==> config.mk <==
export PLATFORM = sky130hd
export DESIGN_NAME = motor_kick_start_duty_flat
export DESIGN_NICKNAME = d
export VERILOG_FILES = /design/src/design/mksd_pkg.sv /design/src/design/mksd_req_if.sv /design/src/design/mksd_rsp_if.sv /design/src/design/mksd_lane.sv /design/src/design/motor_kick_start_duty.sv /design/src/flat_wrapper.sv
export SDC_FILE = /design/constraint.sdc
export NUM_CORES = 1
export LEC_CHECK = 0
export BUFFER_PORTS_ARGS = -buffer_cell sky130_fd_sc_hd__buf_4
export CORE_MARGIN = 4
export CORE_UTILIZATION = 35
export DETAILED_ROUTE_END_ITERATION = 12
export PLACE_DENSITY_LB_ADDON = 0.08
export SLEW_MARGIN = 20
export SYNTH_ARGS = -nofsm -noshare
export SYNTH_HDL_FRONTEND = slang
export SYNTH_SLANG_ARGS = --single-unit
==> constraint.sdc <==
create_clock -name clock -period 9.75 [get_ports clock]
set_clock_uncertainty 0.1 [all_clocks]
set_input_delay 0.975 -clock clock [delete_from_list [all_inputs] [get_ports clock]]
set_output_delay 0.975 -clock clock [all_outputs]
set_load 0.005 [all_outputs]
==> src/design/mksd_pkg.sv <==
package mksd_pkg;

   // field widths
   localparam int CMD_W   = 8;
   localparam int ENC_W   = 16;
   localparam int TIME_W  = 32;
   localparam int PCT_W   = 7;
   localparam int DUTY_W  = 8;
   localparam int THR_W   = 16;
   localparam int KLEN_W  = 16;
   localparam int CSR_IDX_W  = 3;
   localparam int CSR_DATA_W = 16;

   // full-scale duty in percent
   localparam int DUTY_FULL = 100;

   // divider geometry: |cmd| * 100 fits in 14 bits, two quotient bits per cycle
   localparam int NUM_W         = 14;
   localparam int BITS_PER_STEP = 2;
   localparam int DIV_STEPS     = NUM_W / BITS_PER_STEP;
   localparam int CNT_W         = $clog2(DIV_STEPS);

   // register indexes
   localparam logic [CSR_IDX_W-1:0] REG_SPEED_MAX   = 3'd0;
   localparam logic [CSR_IDX_W-1:0] REG_SPEED_MIN   = 3'd1;
   localparam logic [CSR_IDX_W-1:0] REG_ROLL_THR    = 3'd2;
   localparam logic [CSR_IDX_W-1:0] REG_MIN_RUN_PCT = 3'd3;
   localparam logic [CSR_IDX_W-1:0] REG_KICK_PCT    = 3'd4;
   localparam logic [CSR_IDX_W-1:0] REG_KICK_LEN_MS = 3'd5;

   // register reset values
   localparam logic [PCT_W-1:0]  RST_SPEED_MAX   = 7'd30;
   localparam logic [CMD_W-1:0]  RST_SPEED_MIN   = 8'hE2;
   localparam logic [THR_W-1:0]  RST_ROLL_THR    = 16'd2;
   localparam logic [PCT_W-1:0]  RST_MIN_RUN_PCT = 7'd20;
   localparam logic [PCT_W-1:0]  RST_KICK_PCT    = 7'd60;
   localparam logic [KLEN_W-1:0] RST_KICK_LEN_MS = 16'd150;

   typedef struct packed {
      logic [PCT_W-1:0]  speed_max;
      logic [CMD_W-1:0]  speed_min;
      logic [THR_W-1:0]  rolling_threshold;
      logic [PCT_W-1:0]  min_run_pct;
      logic [PCT_W-1:0]  kick_pct;
      logic [KLEN_W-1:0] kick_len_ms;
   } cfg_type;

   typedef struct packed {
      logic start;
      logic ack;
   } lane_ctl_type;

   typedef struct packed {
      logic              done;
      logic [DUTY_W-1:0] duty;
      logic              rolling;
   } lane_out_type;

   typedef enum logic [1:0] {
      L_IDLE,
      L_DIV,
      L_FIN,
      L_DONE
   } lane_state_type;

   typedef enum logic {
      T_IDLE,
      T_BUSY
   } top_state_type;

endpackage

==> src/design/mksd_req_if.sv <==
interface mksd_req_if import mksd_pkg::*; ();
   logic                     valid;
   logic                     ready;
   logic signed [CMD_W-1:0]  cmd_left;
   logic signed [CMD_W-1:0]  cmd_right;
   logic signed [ENC_W-1:0]  enc_step_left;
   logic signed [ENC_W-1:0]  enc_step_right;
   logic                     drive_enable;
   logic                     safe_ok;
   logic [TIME_W-1:0]        time_ms;

   modport source (
      output valid, cmd_left, cmd_right, enc_step_left, enc_step_right,
             drive_enable, safe_ok, time_ms,
      input  ready
   );

   modport sink (
      input  valid, cmd_left, cmd_right, enc_step_left, enc_step_right,
             drive_enable, safe_ok, time_ms,
      output ready
   );
endinterface

==> src/design/mksd_rsp_if.sv <==
interface mksd_rsp_if import mksd_pkg::*; ();
   logic                     valid;
   logic                     ready;
   logic signed [DUTY_W-1:0] pwm_left;
   logic signed [DUTY_W-1:0] pwm_right;
   logic                     pwm_written;
   logic                     rolling_left;
   logic                     rolling_right;

   modport source (
      output valid, pwm_left, pwm_right, pwm_written, rolling_left, rolling_right,
      input  ready
   );

   modport sink (
      input  valid, pwm_left, pwm_right, pwm_written, rolling_left, rolling_right,
      output ready
   );
endinterface

==> src/design/mksd_lane.sv <==
module mksd_lane import mksd_pkg::*; (
   input  logic                    clock,
   input  logic                    reset,
   input  cfg_type                 cfg,
   input  lane_ctl_type            ctl,
   input  logic signed [CMD_W-1:0] cmd,
   input  logic signed [ENC_W-1:0] enc_step,
   input  logic [TIME_W-1:0]       now,
   input  logic                    written,
   output lane_out_type            status
);

   lane_state_type    state_ff, state_in;
   logic [CNT_W-1:0]  cnt_ff, cnt_in;
   logic [PCT_W-1:0]  rem_ff, rem_in;
   logic [NUM_W-1:0]  quo_ff, quo_in;
   logic [PCT_W-1:0]  div_ff, div_in;
   logic              neg_ff, neg_in;
   logic              zero_ff, zero_in;
   logic              rolling_ff, rolling_in;
   logic              written_ff, written_in;
   logic [TIME_W-1:0] now_ff, now_in;
   logic [TIME_W-1:0] kick_end_ff, kick_end_in;
   logic [DUTY_W-1:0] duty_ff, duty_in;

   // clamp, magnitude and scaled dividend of the incoming command
   logic signed [CMD_W-1:0] max_s;
   logic signed [CMD_W-1:0] clamp_s;
   logic [CMD_W-1:0]        abs_s;
   logic [NUM_W-1:0]        prod;
   logic [PCT_W-1:0]        divisor;
   logic [ENC_W-1:0]        enc_abs;
   logic                    rolling_now;

   always_comb begin
      max_s   = $signed({1'b0, cfg.speed_max});
      clamp_s = (cmd > max_s) ? max_s : cmd;
      if (clamp_s < $signed(cfg.speed_min)) begin
         clamp_s = $signed(cfg.speed_min);
      end
      abs_s       = clamp_s[CMD_W-1] ? (~clamp_s + 8'd1) : clamp_s;
      prod        = NUM_W'(abs_s) * NUM_W'(DUTY_FULL);
      divisor     = (cfg.speed_max == '0) ? 7'd1 : cfg.speed_max;
      enc_abs     = enc_step[ENC_W-1] ? (~enc_step + 16'd1) : enc_step;
      rolling_now = enc_abs > cfg.rolling_threshold;
   end

   // restoring divider, two quotient bits per cycle
   logic [PCT_W-1:0] step_rem;
   logic [NUM_W-1:0] step_quo;
   logic [PCT_W:0]   trial;

   always_comb begin
      step_rem = rem_ff;
      step_quo = quo_ff;
      trial    = '0;
      for (int i = 0; i < BITS_PER_STEP; i++) begin
         trial    = {step_rem, step_quo[NUM_W-1]};
         step_quo = {step_quo[NUM_W-2:0], 1'b0};
         if (trial >= {1'b0, div_ff}) begin
            trial       = trial - {1'b0, div_ff};
            step_quo[0] = 1'b1;
         end
         step_rem = trial[PCT_W-1:0];
      end
   end

   // duty floors, kick window and final saturation
   logic [PCT_W-1:0]         mag_q;
   logic [TIME_W-1:0]        end_armed;
   logic [TIME_W-1:0]        end_eff;
   logic [PCT_W-1:0]         floor_pct;
   logic [PCT_W-1:0]         mag_f;
   logic [PCT_W-1:0]         mag;
   logic signed [DUTY_W-1:0] duty_val;

   always_comb begin
      mag_q     = (quo_ff > NUM_W'(DUTY_FULL)) ? PCT_W'(DUTY_FULL) : quo_ff[PCT_W-1:0];
      end_armed = now_ff + TIME_W'(cfg.kick_len_ms);
      end_eff   = (kick_end_ff == '0) ? end_armed : kick_end_ff;
      if (rolling_ff) begin
         floor_pct = cfg.min_run_pct;
      end else if (now_ff < end_eff) begin
         floor_pct = cfg.kick_pct;
      end else begin
         floor_pct = cfg.min_run_pct;
      end
      mag_f = (mag_q < floor_pct) ? floor_pct : mag_q;
      mag   = (mag_f > PCT_W'(DUTY_FULL)) ? PCT_W'(DUTY_FULL) : mag_f;
      if (neg_ff && (quo_ff != '0)) begin
         duty_val = -$signed({1'b0, mag});
      end else begin
         duty_val = $signed({1'b0, mag});
      end
   end

   // sequencer
   always_ff @(posedge clock) begin
      if (reset) begin
         state_ff    <= L_IDLE;
         cnt_ff      <= '0;
         kick_end_ff <= '0;
      end else begin
         state_ff    <= state_in;
         cnt_ff      <= cnt_in;
         kick_end_ff <= kick_end_in;
      end
   end

   always_ff @(posedge clock) begin
      rem_ff     <= rem_in;
      quo_ff     <= quo_in;
      div_ff     <= div_in;
      neg_ff     <= neg_in;
      zero_ff    <= zero_in;
      rolling_ff <= rolling_in;
      written_ff <= written_in;
      now_ff     <= now_in;
      duty_ff    <= duty_in;
   end

   always_comb begin
      state_in    = state_ff;
      cnt_in      = cnt_ff;
      rem_in      = rem_ff;
      quo_in      = quo_ff;
      div_in      = div_ff;
      neg_in      = neg_ff;
      zero_in     = zero_ff;
      rolling_in  = rolling_ff;
      written_in  = written_ff;
      now_in      = now_ff;
      kick_end_in = kick_end_ff;
      duty_in     = duty_ff;

      case (state_ff)
         L_IDLE, L_DONE: begin
            if (ctl.start) begin
               state_in   = L_DIV;
               cnt_in     = CNT_W'(DIV_STEPS - 1);
               rem_in     = '0;
               quo_in     = prod;
               div_in     = divisor;
               neg_in     = clamp_s[CMD_W-1];
               zero_in    = (clamp_s == '0);
               rolling_in = rolling_now;
               written_in = written;
               now_in     = now;
            end else if (ctl.ack) begin
               state_in = L_IDLE;
            end
         end
         L_DIV: begin
            rem_in = step_rem;
            quo_in = step_quo;
            cnt_in = cnt_ff - CNT_W'(1);
            if (cnt_ff == '0) begin
               state_in = L_FIN;
            end
         end
         L_FIN: begin
            state_in = L_DONE;
            if (!written_ff || zero_ff) begin
               duty_in = '0;
            end else begin
               duty_in = duty_val;
            end
            if (written_ff) begin
               if (zero_ff || rolling_ff) begin
                  kick_end_in = '0;
               end else begin
                  kick_end_in = end_eff;
               end
            end
         end
         default: begin
            state_in = L_IDLE;
         end
      endcase
   end

   assign status.done    = (state_ff == L_DONE);
   assign status.duty    = duty_ff;
   assign status.rolling = rolling_ff;

endmodule

==> src/design/motor_kick_start_duty.sv <==
// Path: an accepted req word runs through the per-lane restoring divider,
//   the floor/kick step and the output load to reach its rsp word.
// Flow: no new word while the lanes divide; the next word is taken in the
//   cycle its predecessor moves to the output, which a stalled rsp holds off.
// Reset: synchronous, active high; registers return to defaults, kicks disarmed.
module motor_kick_start_duty import mksd_pkg::*; (
   input  logic                  clock,
   input  logic                  reset,
   mksd_req_if.sink              req_chan,
   mksd_rsp_if.source            rsp_chan,
   input  logic                  csr_wr_en,
   input  logic [CSR_IDX_W-1:0]  csr_index,
   input  logic [CSR_DATA_W-1:0] csr_wdata
);

   // configuration registers
   cfg_type cfg_ff, cfg_in;

   always_comb begin
      cfg_in = cfg_ff;
      if (csr_wr_en) begin
         case (csr_index)
            REG_SPEED_MAX:   cfg_in.speed_max         = csr_wdata[PCT_W-1:0];
            REG_SPEED_MIN:   cfg_in.speed_min         = csr_wdata[CMD_W-1:0];
            REG_ROLL_THR:    cfg_in.rolling_threshold = csr_wdata[THR_W-1:0];
            REG_MIN_RUN_PCT: cfg_in.min_run_pct       = csr_wdata[PCT_W-1:0];
            REG_KICK_PCT:    cfg_in.kick_pct          = csr_wdata[PCT_W-1:0];
            REG_KICK_LEN_MS: cfg_in.kick_len_ms       = csr_wdata[KLEN_W-1:0];
            default: ;
         endcase
      end
   end

   always_ff @(posedge clock) begin
      if (reset) begin
         cfg_ff.speed_max         <= RST_SPEED_MAX;
         cfg_ff.speed_min         <= RST_SPEED_MIN;
         cfg_ff.rolling_threshold <= RST_ROLL_THR;
         cfg_ff.min_run_pct       <= RST_MIN_RUN_PCT;
         cfg_ff.kick_pct          <= RST_KICK_PCT;
         cfg_ff.kick_len_ms       <= RST_KICK_LEN_MS;
      end else begin
         cfg_ff <= cfg_in;
      end
   end

   // control state and output word register
   top_state_type     state_ff, state_in;
   logic              rsp_valid_ff, rsp_valid_in;
   logic [DUTY_W-1:0] pwm_left_ff, pwm_left_in;
   logic [DUTY_W-1:0] pwm_right_ff, pwm_right_in;
   logic              written_ff, written_in;
   logic              rsp_written_ff, rsp_written_in;
   logic              roll_l_ff, roll_l_in;
   logic              roll_r_ff, roll_r_in;

   lane_out_type lane_l;
   lane_out_type lane_r;
   lane_ctl_type lane_ctl;

   logic lanes_done;
   logic out_free;
   logic load;
   logic accept;
   logic written_now;

   assign lanes_done  = lane_l.done && lane_r.done;
   assign out_free    = !rsp_valid_ff || rsp_chan.ready;
   assign load        = (state_ff == T_BUSY) && lanes_done && out_free;
   assign req_chan.ready = (state_ff == T_IDLE) || load;
   assign accept      = req_chan.valid && req_chan.ready;
   assign written_now = req_chan.drive_enable && req_chan.safe_ok;

   assign lane_ctl.start = accept;
   assign lane_ctl.ack   = load;

   // one lane per wheel
   mksd_lane u_lane_left (
      .clock    (clock),
      .reset    (reset),
      .cfg      (cfg_ff),
      .ctl      (lane_ctl),
      .cmd      (req_chan.cmd_left),
      .enc_step (req_chan.enc_step_left),
      .now      (req_chan.time_ms),
      .written  (written_now),
      .status   (lane_l)
   );

   mksd_lane u_lane_right (
      .clock    (clock),
      .reset    (reset),
      .cfg      (cfg_ff),
      .ctl      (lane_ctl),
      .cmd      (req_chan.cmd_right),
      .enc_step (req_chan.enc_step_right),
      .now      (req_chan.time_ms),
      .written  (written_now),
      .status   (lane_r)
   );

   always_ff @(posedge clock) begin
      if (reset) begin
         state_ff     <= T_IDLE;
         rsp_valid_ff <= 1'b0;
      end else begin
         state_ff     <= state_in;
         rsp_valid_ff <= rsp_valid_in;
      end
   end

   always_ff @(posedge clock) begin
      pwm_left_ff    <= pwm_left_in;
      pwm_right_ff   <= pwm_right_in;
      written_ff     <= written_in;
      rsp_written_ff <= rsp_written_in;
      roll_l_ff      <= roll_l_in;
      roll_r_ff      <= roll_r_in;
   end

   // merge lane results into the output word
   always_comb begin
      state_in       = state_ff;
      rsp_valid_in   = rsp_valid_ff;
      pwm_left_in    = pwm_left_ff;
      pwm_right_in   = pwm_right_ff;
      written_in     = written_ff;
      rsp_written_in = rsp_written_ff;
      roll_l_in      = roll_l_ff;
      roll_r_in      = roll_r_ff;

      if (rsp_valid_ff && rsp_chan.ready) begin
         rsp_valid_in = 1'b0;
      end
      if (load) begin
         rsp_valid_in   = 1'b1;
         pwm_left_in    = lane_l.duty;
         pwm_right_in   = lane_r.duty;
         rsp_written_in = written_ff;
         roll_l_in      = lane_l.rolling;
         roll_r_in      = lane_r.rolling;
      end

      case (state_ff)
         T_IDLE: begin
            if (accept) begin
               state_in = T_BUSY;
            end
         end
         T_BUSY: begin
            if (load && !accept) begin
               state_in = T_IDLE;
            end
         end
         default: begin
            state_in = T_IDLE;
         end
      endcase

      if (accept) begin
         written_in = written_now;
      end
   end

   assign rsp_chan.valid         = rsp_valid_ff;
   assign rsp_chan.pwm_left      = pwm_left_ff;
   assign rsp_chan.pwm_right     = pwm_right_ff;
   assign rsp_chan.pwm_written   = rsp_written_ff;
   assign rsp_chan.rolling_left  = roll_l_ff;
   assign rsp_chan.rolling_right = roll_r_ff;

`ifndef SYNTHESIS
   // both lanes run in lockstep
   a_lanes_lockstep: assert property (@(posedge clock) disable iff (reset)
      lane_l.done == lane_r.done)
      else $error("lane done flags diverged");

   // an unwritten word carries zero duty
   a_unwritten_zero: assert property (@(posedge clock) disable iff (reset)
      (rsp_chan.valid && !rsp_chan.pwm_written) |->
         (rsp_chan.pwm_left == '0) && (rsp_chan.pwm_right == '0))
      else $error("nonzero duty on unwritten word");

   // duty magnitude never exceeds full scale
   a_duty_range: assert property (@(posedge clock) disable iff (reset)
      rsp_chan.valid |->
         ($signed(rsp_chan.pwm_left) <= 8'sd100) && ($signed(rsp_chan.pwm_left) >= -8'sd100) &&
         ($signed(rsp_chan.pwm_right) <= 8'sd100) && ($signed(rsp_chan.pwm_right) >= -8'sd100))
      else $error("duty out of range");

   // no new word taken while the lanes are still dividing
   a_no_accept_busy: assert property (@(posedge clock) disable iff (reset)
      ((state_ff == T_BUSY) && !lanes_done) |-> !req_chan.ready)
      else $error("req accepted while lanes busy");
`endif

endmodule
==> src/flat_wrapper.sv <==
// flat-port wrapper written by rule: the top's interface ports become plain ports
module motor_kick_start_duty_flat import mksd_pkg::*;
  (clock, reset, csr_wr_en, csr_index, csr_wdata, req_chan_valid, req_chan_cmd_left, req_chan_cmd_right, req_chan_enc_step_left, req_chan_enc_step_right, req_chan_drive_enable, req_chan_safe_ok, req_chan_time_ms, req_chan_ready, rsp_chan_valid, rsp_chan_pwm_left, rsp_chan_pwm_right, rsp_chan_pwm_written, rsp_chan_rolling_left, rsp_chan_rolling_right, rsp_chan_ready);
  mksd_req_if req_chan_i ();
  mksd_rsp_if rsp_chan_i ();
  input  logic clock;
  input  logic reset;
  input  logic csr_wr_en;
  input  logic [CSR_IDX_W-1:0] csr_index;
  input  logic [CSR_DATA_W-1:0] csr_wdata;
  input wire logic [$bits(req_chan_i.valid)-1:0] req_chan_valid;
  input wire logic [$bits(req_chan_i.cmd_left)-1:0] req_chan_cmd_left;
  input wire logic [$bits(req_chan_i.cmd_right)-1:0] req_chan_cmd_right;
  input wire logic [$bits(req_chan_i.enc_step_left)-1:0] req_chan_enc_step_left;
  input wire logic [$bits(req_chan_i.enc_step_right)-1:0] req_chan_enc_step_right;
  input wire logic [$bits(req_chan_i.drive_enable)-1:0] req_chan_drive_enable;
  input wire logic [$bits(req_chan_i.safe_ok)-1:0] req_chan_safe_ok;
  input wire logic [$bits(req_chan_i.time_ms)-1:0] req_chan_time_ms;
  output wire logic [$bits(req_chan_i.ready)-1:0] req_chan_ready;
  output wire logic [$bits(rsp_chan_i.valid)-1:0] rsp_chan_valid;
  output wire logic [$bits(rsp_chan_i.pwm_left)-1:0] rsp_chan_pwm_left;
  output wire logic [$bits(rsp_chan_i.pwm_right)-1:0] rsp_chan_pwm_right;
  output wire logic [$bits(rsp_chan_i.pwm_written)-1:0] rsp_chan_pwm_written;
  output wire logic [$bits(rsp_chan_i.rolling_left)-1:0] rsp_chan_rolling_left;
  output wire logic [$bits(rsp_chan_i.rolling_right)-1:0] rsp_chan_rolling_right;
  input wire logic [$bits(rsp_chan_i.ready)-1:0] rsp_chan_ready;
  assign req_chan_i.valid = req_chan_valid;
  assign req_chan_i.cmd_left = req_chan_cmd_left;
  assign req_chan_i.cmd_right = req_chan_cmd_right;
  assign req_chan_i.enc_step_left = req_chan_enc_step_left;
  assign req_chan_i.enc_step_right = req_chan_enc_step_right;
  assign req_chan_i.drive_enable = req_chan_drive_enable;
  assign req_chan_i.safe_ok = req_chan_safe_ok;
  assign req_chan_i.time_ms = req_chan_time_ms;
  assign req_chan_ready = req_chan_i.ready;
  assign rsp_chan_valid = rsp_chan_i.valid;
  assign rsp_chan_pwm_left = rsp_chan_i.pwm_left;
  assign rsp_chan_pwm_right = rsp_chan_i.pwm_right;
  assign rsp_chan_pwm_written = rsp_chan_i.pwm_written;
  assign rsp_chan_rolling_left = rsp_chan_i.rolling_left;
  assign rsp_chan_rolling_right = rsp_chan_i.rolling_right;
  assign rsp_chan_i.ready = rsp_chan_ready;
  motor_kick_start_duty u_core (.clock(clock), .reset(reset), .req_chan(req_chan_i), .rsp_chan(rsp_chan_i), .csr_wr_en(csr_wr_en), .csr_index(csr_index), .csr_wdata(csr_wdata));
endmodule
==> results, run 1 <==
- The maximum frequency from static timing analysis is 0.113 GHz.
- The clock reaches the later pin of the worst-skew pair after ~0.56 ns.
- The residual DRC count is 0.
- The worst path needs 8.83 ns of the cycle, external delays included.
- The number of different library cells used by synthesis comes to 76.
- In this run the worst hold path is classified as reg2reg.
- The via count of the first global-routing pass is 16.3k.
- In this run, synthesis produced a sequential element count of 301.
- The startpoint of the worst setup timing path is u_core.u_lane_right.now_ff[7].
- Dividing the synthesized area by the synthesized cell count gives around 9.2 µm².
- Data on the critical path is required at its endpoint by 9.95 ns.
- In the final layout, flip-flops and latches occupy between 0.007 and 0.008 mm².
- For this run, the detailed router's first-pass iteration total came to 6.
- The power per cell area is 265 mW/mm².
- The flow ran to the end, and the final reports show no timing, DRC or antenna violations.
- The post-placement setup slack is ~0.96 ns.
- Counting along the longest clock path gives a buffer depth of 3.
- The largest individual stage delay along the critical path comes from the cell nor3_2.
- The core region is a little under 0.06 mm².
- After detailed routing, the total wire length is 59400 µm.
- The slack of the worst reg-to-reg path is 0.92 ns.
- The initial antenna violation count is 0.
- The startpoint of the most critical register-to-register path is u_core.u_lane_right.now_ff[7].
- The count of input and output buffers is 126.
- The wire length of the first global-routing pass is between 90000 and 100000 µm.
- The layout net count is 2749.
- The final standard cell count with taps included and fillers excluded is 3172.
- The data arrival time of the critical path is roughly 9.0 ns.
- By startpoint and endpoint, the worst setup path is classified as reg2reg.
- The pin count of the biggest net entering global routing is 63.
- The number of synthesized flops with an enable pin is 164.
- Detailed placement ended at an HPWL of between 40000 and 50000 µm.
- Among all flip-flop cells after synthesis, the most frequent one is edfxtp_1.
- After clock tree synthesis, the clock-pin slew on the worst setup and hold paths is 0.06 ns.
- The largest voltage drop on the vdd net is about 0.00015 V.
- The die is 252 µm tall.
- The final count of hold timing violations is 0.
- The actual slew at the worst max-slew pin is 1.11 ns.
- The signed area change from the synthesized netlist to the final layout is 15.6%.
- The post-route worst hold slack is between 0.3 and 0.4 ns.
- The worst register-to-register path ends at u_core.u_lane_right.duty_ff[6].
- The final count of pins violating max slew came to 0.
- The number of setup buffers added after CTS is 0.
- The instance count after placement with tap cells included is just over 3k.
- The die outline area is 0.0634 mm².
- Across the run, the number of max-cap violations was 0.
- The area of the mapped netlist is 0.0208 mm².
- The number of clock buffers added by TritonCTS is 39.
- The all-layer global routing usage is a little under a fifth.
- The average via count per standard cell is 5.31.
- The number of warnings issued by yosys is 0.
- For the worst flop-to-flop path, the logic depth is 32.
- The critical path buffer and inverter count is 1.
- Of all flip-flops after synthesis, the portion carrying an async set or reset was 0%.
- The congestion estimate from routability-driven global placement came to 0.874.
- The kind of cell with the highest combined delay along the critical path is compound AO/OA/AOI/OAI gates.
- The largest area contributor in the netlist is edfxtp_1.
- ha_1 is the most common cell in the netlist.
- The total negative slack is 0 ns.
- Counting instances, the worst hold path has a depth of 0.
- During I/O placement, the number of pins put on the boundary was around 130.
- TritonCTS built the clock tree.
- CTS built an H-tree with a depth of 2.
- Counting instances in the post-synthesis netlist gives the leading cell types as ha_1, nand2_1, a21oi_1.
- After layout, the worst setup slack is 0.922 ns.
- Once detail routing completed, the nets flagged for antenna violations numbered 0.
- The final antenna diode count is 0.
- The total of fill cells in the finished design is 5791.
- The maximum single-stage delay on the critical path is 0.74 ns.
- The fraction of final layout cells sized beyond drive strength 1 is 10.5%.
- The final route contains 16.8k vias.
- The clock root buffer master is clkbuf_16.
- After synthesis, flip-flops and latches occupy 36.9% of the total area.
- In this design, the critical path's most frequently occurring cell is a21o_1.
- The first routing iteration left 905 violations.
- The horizontal extent of the die is roughly 250 µm.
- The effective utilization at floorplan is between 30% and 40%.
- The sort of element at the end of the critical path is a flip-flop.
- Setup violations remaining at the end of the flow were counted as 0.
- Buffers inserted to repair hold after CTS numbered 0.
- The largest fanout of any net on the critical path is 10.
- Summed over all cells, the static leakage comes to around 10 nW.
- The launch instance of the worst min-delay path is u_core.u_lane_right.duty_ff[0].
- Setup repair after global routing left no endpoint under its margin.
- The tree built by TritonCTS fans out to ~300 sinks.
- The synthesized instance count is 2254.
- The total overflow left after global routing is 0.
- The fraction of post-synthesis cell area in the top cell type by area is 23.7%.
- The total nets after synthesis is around 2.6k.
- The worst setup path is launched from a flip-flop.
- The tightest slew margin relative to the limit is 26.0%.
- The path with the worst hold slack has its endpoint at u_core.rsp_chan.pwm_right[0].
- The post-cts resize count is 0.
- The average wire length per cell after detail routing is 18.7 µm.
- The combined area of the multi-input logic cells is approximately 0.012 mm².
- The number of rows in the core area is 89.
- The final critical path takes up 90.5% of the cycle.
- In the post-synthesis netlist, the biggest area contributors are edfxtp_1, ha_1, dfxtp_1.
==> cell usage in the layout (no fill, tap or decap), types with 12 or more instances in the layout <==
cell type  count
nor3_1        36
o21ai_0       88
dfxtp_1      137
o31ai_1       18
edfxtp_1     164
xor2_1        40
o21a_1        31
a21o_1        43
xnor2_1       98
mux2i_1       56
a22o_1        32
clkbuf_16     42
nor4_1        27
ha_1         262
nand2_1      242
mux2_2        18
nand3b_1      13
nor2_1       192
nand3_1       35
inv_1        135
nand4_1       32
fa_1          12
nand2b_1      33
o21bai_1      14
o211ai_1      13
a211o_1       12
buf_4        139
nor2b_1       18
a21oi_1      233
==> cells by family after synthesis <==
logic type,after synthesis,share of synthesized area [%]
buf+inv,204,3.75
flops,301,36.9
compound gates,574,17.6
fa+ha+maj,274,16.9
simple gates,689,15.4
xor+xnor,138,5.81
mux,74,3.67
==> sequential cells by signal, summed over array words and instances, names as in the netlist, 7 cells and up <==
| name | flops |
|---|---|
| u_core.cfg_ff | 61 |
| u_core.rsp_chan.pwm_left | 8 |
| u_core.rsp_chan.pwm_right | 8 |
| u_core.u_lane_left.div_ff | 7 |
| u_core.u_lane_left.duty_ff | 8 |
| u_core.u_lane_left.kick_end_ff | 32 |
| u_core.u_lane_left.now_ff | 32 |
| u_core.u_lane_left.quo_ff | 14 |
| u_core.u_lane_left.rem_ff | 7 |
| u_core.u_lane_right.div_ff | 7 |
| u_core.u_lane_right.duty_ff | 8 |
| u_core.u_lane_right.kick_end_ff | 32 |
| u_core.u_lane_right.now_ff | 32 |
| u_core.u_lane_right.quo_ff | 14 |
| u_core.u_lane_right.rem_ff | 7 |
==> worst register-to-register path: cells and delay by family, from the launching register on <==
family          cells  cell delay (ns)
flops               1             0.43
compound gates     18             4.31
xor+xnor            2             0.38
mux                 1             0.34
simple gates        6             1.76
fa+ha+maj           4             1.19
buf+inv             1             0.07
==> through the flow <==
step           instance area [µm²]  power (W)  utilization [%]
2_1_floorplan                20800    0.00400                -
3_3_place_gp                 22600    0.00471             38.3
3_5_place_dp                 22600    0.00476             38.3
4_1_cts                      24000    0.00644             40.8
5_1_grt                      24100    0.00690             40.8
6_report                     24100    0.00638             40.8
==> layer usage <==
layer,wire length [µm],part of all wire (%),GRT usage [%]
met5,0,0,0
met4,1100,1.8,4.00
met3,2810,4.7,3.05
met2,26200,44,28.5
met1,29300,49,26.2
==> area by class of cell <==
type                            instances  share of cell area, %
Inverter                              139                   2.17
Clock inverter                         22                   1.53
Timing Repair Buffer                  139                   4.34
Sequential cell                       301                   31.9
Tap cell                              773                   4.02
Clock buffer                           49                   4.58
Multi-Input combinational cell       1749                   51.5
==> report_power, final <==
part	switching [W]	leakage, nW	internal [W]
Sequential	0.000172	2.64	0.00166
Combinational	0.00171	6.62	0.00120
Clock	0.000590	0.717	0.00104
==> worst max-delay path by stage <==
| stage | end | slack, ns | cells after the start |
|---|---|---|---|
| 4_1_cts | u_core.u_lane_left.duty_ff[6] | 0.96 | 34 |
| 3_3_place_gp | u_core.u_lane_right.quo_ff[13] | 1.10 | 35 |
| 6_report | u_core.u_lane_right.duty_ff[6] | 0.92 | 32 |
| 3_5_place_dp | u_core.u_lane_right.quo_ff[13] | 0.96 | 35 |
| 2_1_floorplan | u_core.u_lane_right.quo_ff[13] | 1.69 | 35 |
| 5_1_grt | u_core.u_lane_left.duty_ff[6] | 0.20 | 34 |
Note: power is estimated with default switching activity, not from simulation.
==> run 2: changes to the inputs <==
--- a/config.mk
+++ b/config.mk
@@ -13,4 +13,5 @@
 export SLEW_MARGIN = 20
 export SYNTH_ARGS = -nofsm -noshare
 export SYNTH_HDL_FRONTEND = slang
+export SYNTH_HIERARCHICAL = 1
 export SYNTH_SLANG_ARGS = --single-unit
==> results, run 2 <==
- After detailed routing, no signal wire sits above met4.
- After detailed routing, the met2 layer carries 28200 µm of wire.
- The area of all placed cells without fillers is ~0.024 mm².
- The fraction of post-synthesis cell area in the top cell type by area is a little under a quarter.
- For this run, the number of standard cells in the final layout without fillers is 3249.
- Sorting the synthesized cells by area gives the leading types as edfxtp_1, ha_1, dfxtp_1.
- The data arrival time of the critical path is 9.18 ns.
- The flow ran to the end, and the final reports show no timing, DRC or antenna violations.
- The floorplan step set the die height to 255 µm.
- Setup repair after global routing left no endpoint under its margin.
- Once the floorplan was initialized, standard cells occupied 35.4% of the core.
- The worst register-to-register path begins at u_core/u_lane_left/now_ff[1].
- The total leakage power is ~10 nW.
- The worst-path cell with the longest stage delay is a2111oi_0.
- At the pin with the least slew margin, the transition time is 0.975 ns.
- By startpoint and endpoint, the worst setup path is classified as reg2reg.
- The largest area contributor in the netlist is edfxtp_1.
- The number of antenna diodes in the final layout is 0.
- During placement, the flow inserted port buffers numbering 126.
- The all-layer global routing usage is a little under a fifth.
- The total negative slack is 0 ns.
- Buffers inserted during clock tree synthesis total 38.
- The pin count of the biggest net entering global routing is 63.
- The combined area of the multi-input logic cells is approximately 0.013 mm².
- The final number of setup-violating endpoints is 0.
- The final count of pins violating max slew was 0.
- The core region is 0.0605 mm².
- The number of setup buffers added after CTS is 0.
- The largest fanout of any net on the critical path is 13.
- The critical path startpoint category is a flip-flop.
- Ranked by instance count, the synthesized netlist is headed by ha_1, a21oi_1, nor2_1.
- The final HPWL from detailed placement is between 40000 and 50000 µm.
- Counting tap cells, the placed design contains a total of 3179 instances.
- In this run, synthesis produced a sequential element count of between 300 and 400.
- Wires add up to 61100 µm.
- The die covers approximately 0.065 mm².
- The met3 wire length is between 2000 and 2500 µm.
- The worst setup path is captured at a flip-flop.
- TritonCTS built the clock tree.
- The clock net in this run drives a total of 301 sinks.
- After detailed routing, the average wire length per cell comes to about 19 µm.
- In this run the deepest clock path goes through 3 buffers.
- Hold repair after CTS inserted 0 buffers.
- Averaged over all synthesized cells, the footprint is approximately 9 µm².
- The first detailed-routing pass ran for 5 iterations.
- The final count of hold timing violations is 0.
- The via count of the first global-routing pass is 16.9k.
- The vias after detailed routing is 17.4k.
- The initial antenna violation count was 1.
- The post-cts resize count is 0.
- The capturing point of the worst reg2reg path is u_core/u_lane_left/duty_ff[6].
- Counting flops per register, the top entry is u_core/cfg_ff.
- Counting cells, the worst reg-to-reg path comes to 30.
- The worst path uses approximately 92% of the clock period.
- The tightest slew margin relative to the limit is roughly a third.
- The count of nets left with antenna violations after detail routing is 0.
- The first global-routing pass estimated roughly 96000 µm of wire.
- After global routing the overflow that remains totals 0.
- The worst register-to-register path has a setup slack of 0.74 ns.
- The H-tree depth is 2.
- The tree is rooted in a clkbuf_16.
- The net count of the finished layout is 2817.
- The maximum frequency from static timing analysis is 0.111 GHz.
- The clock reaches the later pin of the worst-skew pair after 0.55 ns.
- In the final layout, flip-flops and latches occupy around 0.0077 mm².
- STA puts the critical path data required time at 9.92 ns.
- The synthesized instance count is 2326.
- Synthesis produced a netlist with a net count of 2706.
- For this run, design rule violations remaining after detail routing come to 0.
- The minimum period implied by the final worst setup slack is 9.01 ns.
- Cells with a size suffix above 1 make up around 11% of the layout.
- The number of rows in the core area is 90.
- The die is ~260 µm wide.
- The register with the most flip-flops in the layout has 61 of them.
- The total of fill cells in the finished design is 5974.
- Relative to the synthesized area, the layout overhead comes to 14.1%.
- After detailed routing, the number of vias per cell comes to 5.35.
- After synthesis, the share of flip-flops with an asynchronous set or reset is 0%.
- The tool flagged a number of max-cap violations equal to 0.
- The most frequent cell after synthesis is ha_1.
- On the worst path, the slowest cell contributes a delay of around 0.66 ns.
- The placer congestion estimate is between 0.8 and 0.9.
- The sequential share of the synthesized area is 35.8%.
- The number of distinct standard cells referenced by the synthesized netlist is 91.
- The library cell used most frequently in the layout, excluding fill and tap cells, is ha_1.
- The number of warnings issued by yosys is 6.
- The total routed wire length on the met1 layer is between 20000 and 30000 µm.
- In this run the count of I/O pins placed on the die edge is between 100 and 150.
- In this run the worst setup path terminates at u_core/u_lane_left/duty_ff[6].
- The largest voltage drop on the vdd net is roughly 0.00012 V.
- After layout, the design draws a total of 0.00619 W.
- The main flop type after synthesis is edfxtp_1.
- In this run the cell area measured after placement is 0.0232 mm².
- The library cells used most frequently in the layout, excluding fill and tap cells, are ha_1, a21oi_1, nor2_1.
- The detailed router finished its first iteration with 873 violations.
- The path class of the tightest hold or removal check is reg2reg.
- The critical path starts at u_core/u_lane_left/now_ff[1].
- Summing every instance area after synthesis gives 0.0214 mm².
- Yosys mapped a number of flops with a built-in enable equal to 164.
- The power per cell area is 253 mW/mm².
- After clock tree synthesis, the clock-pin slew on the worst setup and hold paths is 0.06 ns.
## run 2: logic make-up (layout without fill, tap and decap cells)
group                      count (synthesis)  after routing  share of synthesized area, %
xor gates and xnor gates                 131            131                          5.36
adders and majority gates                274            274                          16.4
and+or+nand+nor                          719            719                          16.5
buffers and inverters                    243            384                          4.55
AOI/OAI and AO/OA                        573            573                          17.2
muxes                                     85             85                          4.15
DFF                                      301            301                          35.8
## run 2: cell type report
type	count	share of cell area [%]
multi-input combinational	1782	52.4
sequential	301	31.4
clock buffer	55	4.79
timing repair buffer	151	4.64
tap	782	4.01
inverter	163	2.50
clock inverter	15	0.318
## run 2: worst max-delay path: cells and delay by family (launching register included)
kind | cells | cell delay [ns]
AOI/OAI and AO/OA | 14 | 4.17
and+or+nand+nor | 8 | 1.96
adders and majority gates | 4 | 1.15
muxes | 2 | 0.66
DFF | 1 | 0.42
xor gates and xnor gates | 2 | 0.30
## run 2: through the flow
stage / hold WS, ns / setup WS, ns / utilization, %
2_1_floorplan: 0.300 / 2.20 / -
3_3_place_gp: 0.304 / 1.02 / 38.3
3_5_place_dp: 0.305 / 0.866 / 38.3
4_1_cts: 0.317 / 0.763 / 40.4
5_1_grt: 0.326 / 0.0755 / 40.4
6_report: 0.316 / 0.740 / 40.4
## run 2: where the power goes
part / internal (W) / total (W) / leakage [nW] / switching, W
logic: 0.00121 / 0.00294 / 6.95 / 0.00173
clock network: 0.000833 / 0.00139 / 0.613 / 0.000560
registers: 0.00168 / 0.00185 / 2.64 / 0.000175
total: 0.00372 / 0.00619 / 10.2 / 0.00246
## run 2: layer usage
| layer | up-vias | global-route usage, % |
|---|---|---|
| met2 | 326 | 29.7 |
| met4 | 0 | 3.91 |
| met3 | 68 | 2.61 |
| met5 | - | 0 |
| li1 | 8684 | - |
| met1 | 8311 | 25.5 |
## run 2: worst min-delay path by stage
| stage | from | end | cells past startpoint |
|---|---|---|---|
| final | u_core/written_ff | u_core/rsp_chan.pwm_written | 0 |
| after detailed placement | u_core/written_ff | u_core/rsp_chan.pwm_written | 0 |
| after floorplan | u_core/u_lane_left/duty_ff[0] | u_core/rsp_chan.pwm_left[0] | 0 |
| after global placement | u_core/u_lane_left/duty_ff[2] | u_core/rsp_chan.pwm_left[2] | 0 |
| after CTS | u_core/written_ff | u_core/rsp_chan.pwm_written | 0 |
| after global routing | u_core/written_ff | u_core/rsp_chan.pwm_written | 0 |
==> run 3: changes to the inputs <==
--- a/config.mk
+++ b/config.mk
@@ -7,8 +7,9 @@
 export LEC_CHECK = 0
 export BUFFER_PORTS_ARGS = -buffer_cell sky130_fd_sc_hd__buf_4
 export CORE_MARGIN = 4
-export CORE_UTILIZATION = 35
+export CORE_UTILIZATION = 63
 export DETAILED_ROUTE_END_ITERATION = 12
+export HOLD_SLACK_MARGIN = 0.02
 export PLACE_DENSITY_LB_ADDON = 0.08
 export SLEW_MARGIN = 20
 export SYNTH_ARGS = -nofsm -noshare
==> results, run 3 (same netlist as run 2, synthesis figures left out) <==
- The placeable core region is 0.0335 mm².
- The sum of overflow across all layers after global routing is 0.
- The sequential cells in the finished layout cover a total of 0.00767 mm².
- The detailed router finished its first iteration with 1291 violations.
- The via count of the first global-routing pass was 17.1k.
- The average wire length per cell after detail routing is 18.7 µm.
- The signed area change from the synthesized netlist to the final layout is 11.2%.
- The combined area of the multi-input logic cells is 0.0128 mm².
- The critical path startpoint category is a flip-flop.
- The clock sink count is between 300 and 400.
- For this run, the top clock speed supported by timing is 0.114 GHz.
- The congestion estimate from routability-driven global placement came to approximately 0.92.
- The routed wire length is 54300 µm.
- The number of flip-flops under the largest register name is 61.
- The design draws 0.00606 W.
- CTS built an H-tree with a depth of 2.
- The tightest slew margin relative to the limit is 29.6%.
- The vias after detailed routing is 17.7k.
- Leaving out fill and tap cells, the most frequent cells in the layout are ha_1, a21oi_1, nor2_1.
- The sort of element at the end of the critical path is a flip-flop.
- The all-layer global routing usage is 28.8%.
- The count of pins on the block boundary is 127.
- The average via count per standard cell is 6.11.
- Across all register-to-register paths, the minimum setup slack is 0.95 ns.
- The share of the clock period used by the worst path is 90.3%.
- Buffers inserted during clock tree synthesis total 34.
- The y dimension of the die is 192 µm.
- In the routed design, unresolved DRC markers number 0.
- Global routing used 47.6% of the available met2 tracks.
- The met3 usage in global routing is between 4 and 5%.
- The die covers 0.0370 mm².
- Cells fill a little under three quarters of the core in the end.
- The maximum single-stage delay on the critical path is approximately 0.64 ns.
- Setup repair after global routing left no endpoint under its margin.
- The wire-length estimate of the detail-placed layout is 41800 µm.
- Once placement completed, the tool counted placed cells totaling 2839.
- After the flow finishes, the layout carries non-filler instances totaling ~2.9k.
- The final count of pins violating max slew was 0.
- The power per cell area is 254 mW/mm².
- The cell sitting at the root of the clock tree is a clkbuf_16.
- The worst hold path passes through 0 cells.
- Hold repair after CTS inserted 0 buffers.
- 0 antenna diodes ended up in the layout.
- Setup violations remaining at the end of the flow were counted as 0.
- The total leakage power is 10.1 nW.
- The worst-path cell with the longest stage delay is or4_1.
- The critical setup path kind is reg2reg.
- The actual slew at the worst max-slew pin is 1.05 ns.
- The flow ran to the end, and the final reports show no timing, DRC or antenna violations.
- The total negative slack is 0 ns.
- The tool flagged a number of max-cap violations equal to 0.
- The leading cell type in the layout, fill and taps excluded is ha_1.
- After floorplanning, the core was divided into 67 placement rows.
- The largest fanout of any net on the critical path is 13.
- Input and output buffers added on the ports amount to 126.
- Buffers added to address setup during post-CTS repair amount to 0.
- Counting along the longest clock path gives a buffer depth of 3.
- The met1 usage is between 30 and 40%.
- In this run the horizontal extent of the chip is 192 µm.
- The count of nets left with antenna violations after detail routing is 0.
- The total of fill cells in the finished design is approximately 2.6k.
- For the worst flop-to-flop path, the logic depth is 30.
- u_core/cfg_ff holds more flip-flops than any other register.
- For this configuration, the core starts out at a cell density of 63.9%.
- The final count of hold timing violations is 0.
- The data arrival time of the critical path is 8.96 ns.
- The pin count of the biggest net entering global routing is 83.
- The class of the most critical hold timing path is reg2reg.
- The busiest layer in global routing is met2.
- The clock latency reported for the late side of the worst-skew pair is 0.54 ns.
- The detailed-routing iteration count for the pre-antenna-repair pass is 8.
- The required time reported for the critical path endpoint is around 10 ns.
- The clock-pin slew on the worst setup and hold paths is roughly 0.060 ns.
- The largest voltage drop on the vdd net is between 0.0001 and 0.00015 V.
- Post-CTS repair changed the size of 0 cells.
- At the end of the flow, the number of nets in the layout was 2807.
- In the final layout, the share of cells above drive strength 1 is about a tenth.
- The minimum period implied by the final worst setup slack is around 8.8 ns.
- The wire length of the first global-routing pass is approximately 86000 µm.
- TritonCTS built the clock tree.
- The initial antenna violation count is 0.
run 3: changes by cell type in the layout (fill, tap and decap cells not counted):
cell,previous run,this run
buf_4,151,145
nor2_1,210,209
inv_4,1,0
bufinv_16,0,3
nor2_4,0,1
clkinv_1,6,2
nor3_2,0,1
nor3_1,49,48
inv_6,0,1
clkbuf_1,6,8
clkinv_2,5,6
clkbuf_16,42,35
clkbuf_8,7,2
run 3: area by class of cell:
type,count,area share [%]
Timing Repair Buffer,145,4.57
Clock inverter,15,0.672
Multi-Input combinational cell,1782,53.7
Sequential cell,301,32.2
Clock buffer,45,3.92
Inverter,163,2.57
Tap cell,448,2.35
run 3: where the power goes:
group          internal (W)  switching [W]  total (W)  leakage [nW]
registers           0.00168       0.000167    0.00185          2.64
clock network      0.000755       0.000517    0.00127         0.533
logic               0.00122        0.00172    0.00294          6.92
total               0.00365        0.00240    0.00606          10.1
run 3: final timing paths:
check                                              startpoint                       endpoint
worst max-delay path             u_core/u_lane_left/now_ff[1]  u_core/u_lane_left/duty_ff[6]
worst min-delay path            u_core/u_lane_left/duty_ff[5]    u_core/rsp_chan.pwm_left[5]
worst max register to register   u_core/u_lane_left/now_ff[1]  u_core/u_lane_left/duty_ff[6]
worst min register to register  u_core/u_lane_left/duty_ff[5]    u_core/rsp_chan.pwm_left[5]
run 3: routing by layer:
metal	vias to the layer above	routed length, µm
met2	615	25200
met4	0	1420
met3	100	3650
met1	8381	24000
li1	8626	-
met5	-	0
run 3: worst max-delay path, delay by kind of cell, from the launching register on:
family / cells / cell delay, ns
multiplexers: 2 / 0.65
adder cells (fa/ha/maj): 4 / 1.14
flip-flops: 1 / 0.42
AO/OA/AOI/OAI: 14 / 4.19
XOR/XNOR: 2 / 0.29
AND/OR/NAND/NOR: 8 / 1.77
run 3: per-stage QoR:
stage	setup WS, ns	hold WS, ns	cell area, µm²
after floorplan	2.20	0.300	21400
after global placement	1.00	0.303	22700
after detailed placement	0.804	0.305	22700
after CTS	1.03	0.318	23800
after global routing	0.304	0.321	23800
final	0.948	0.317	23800
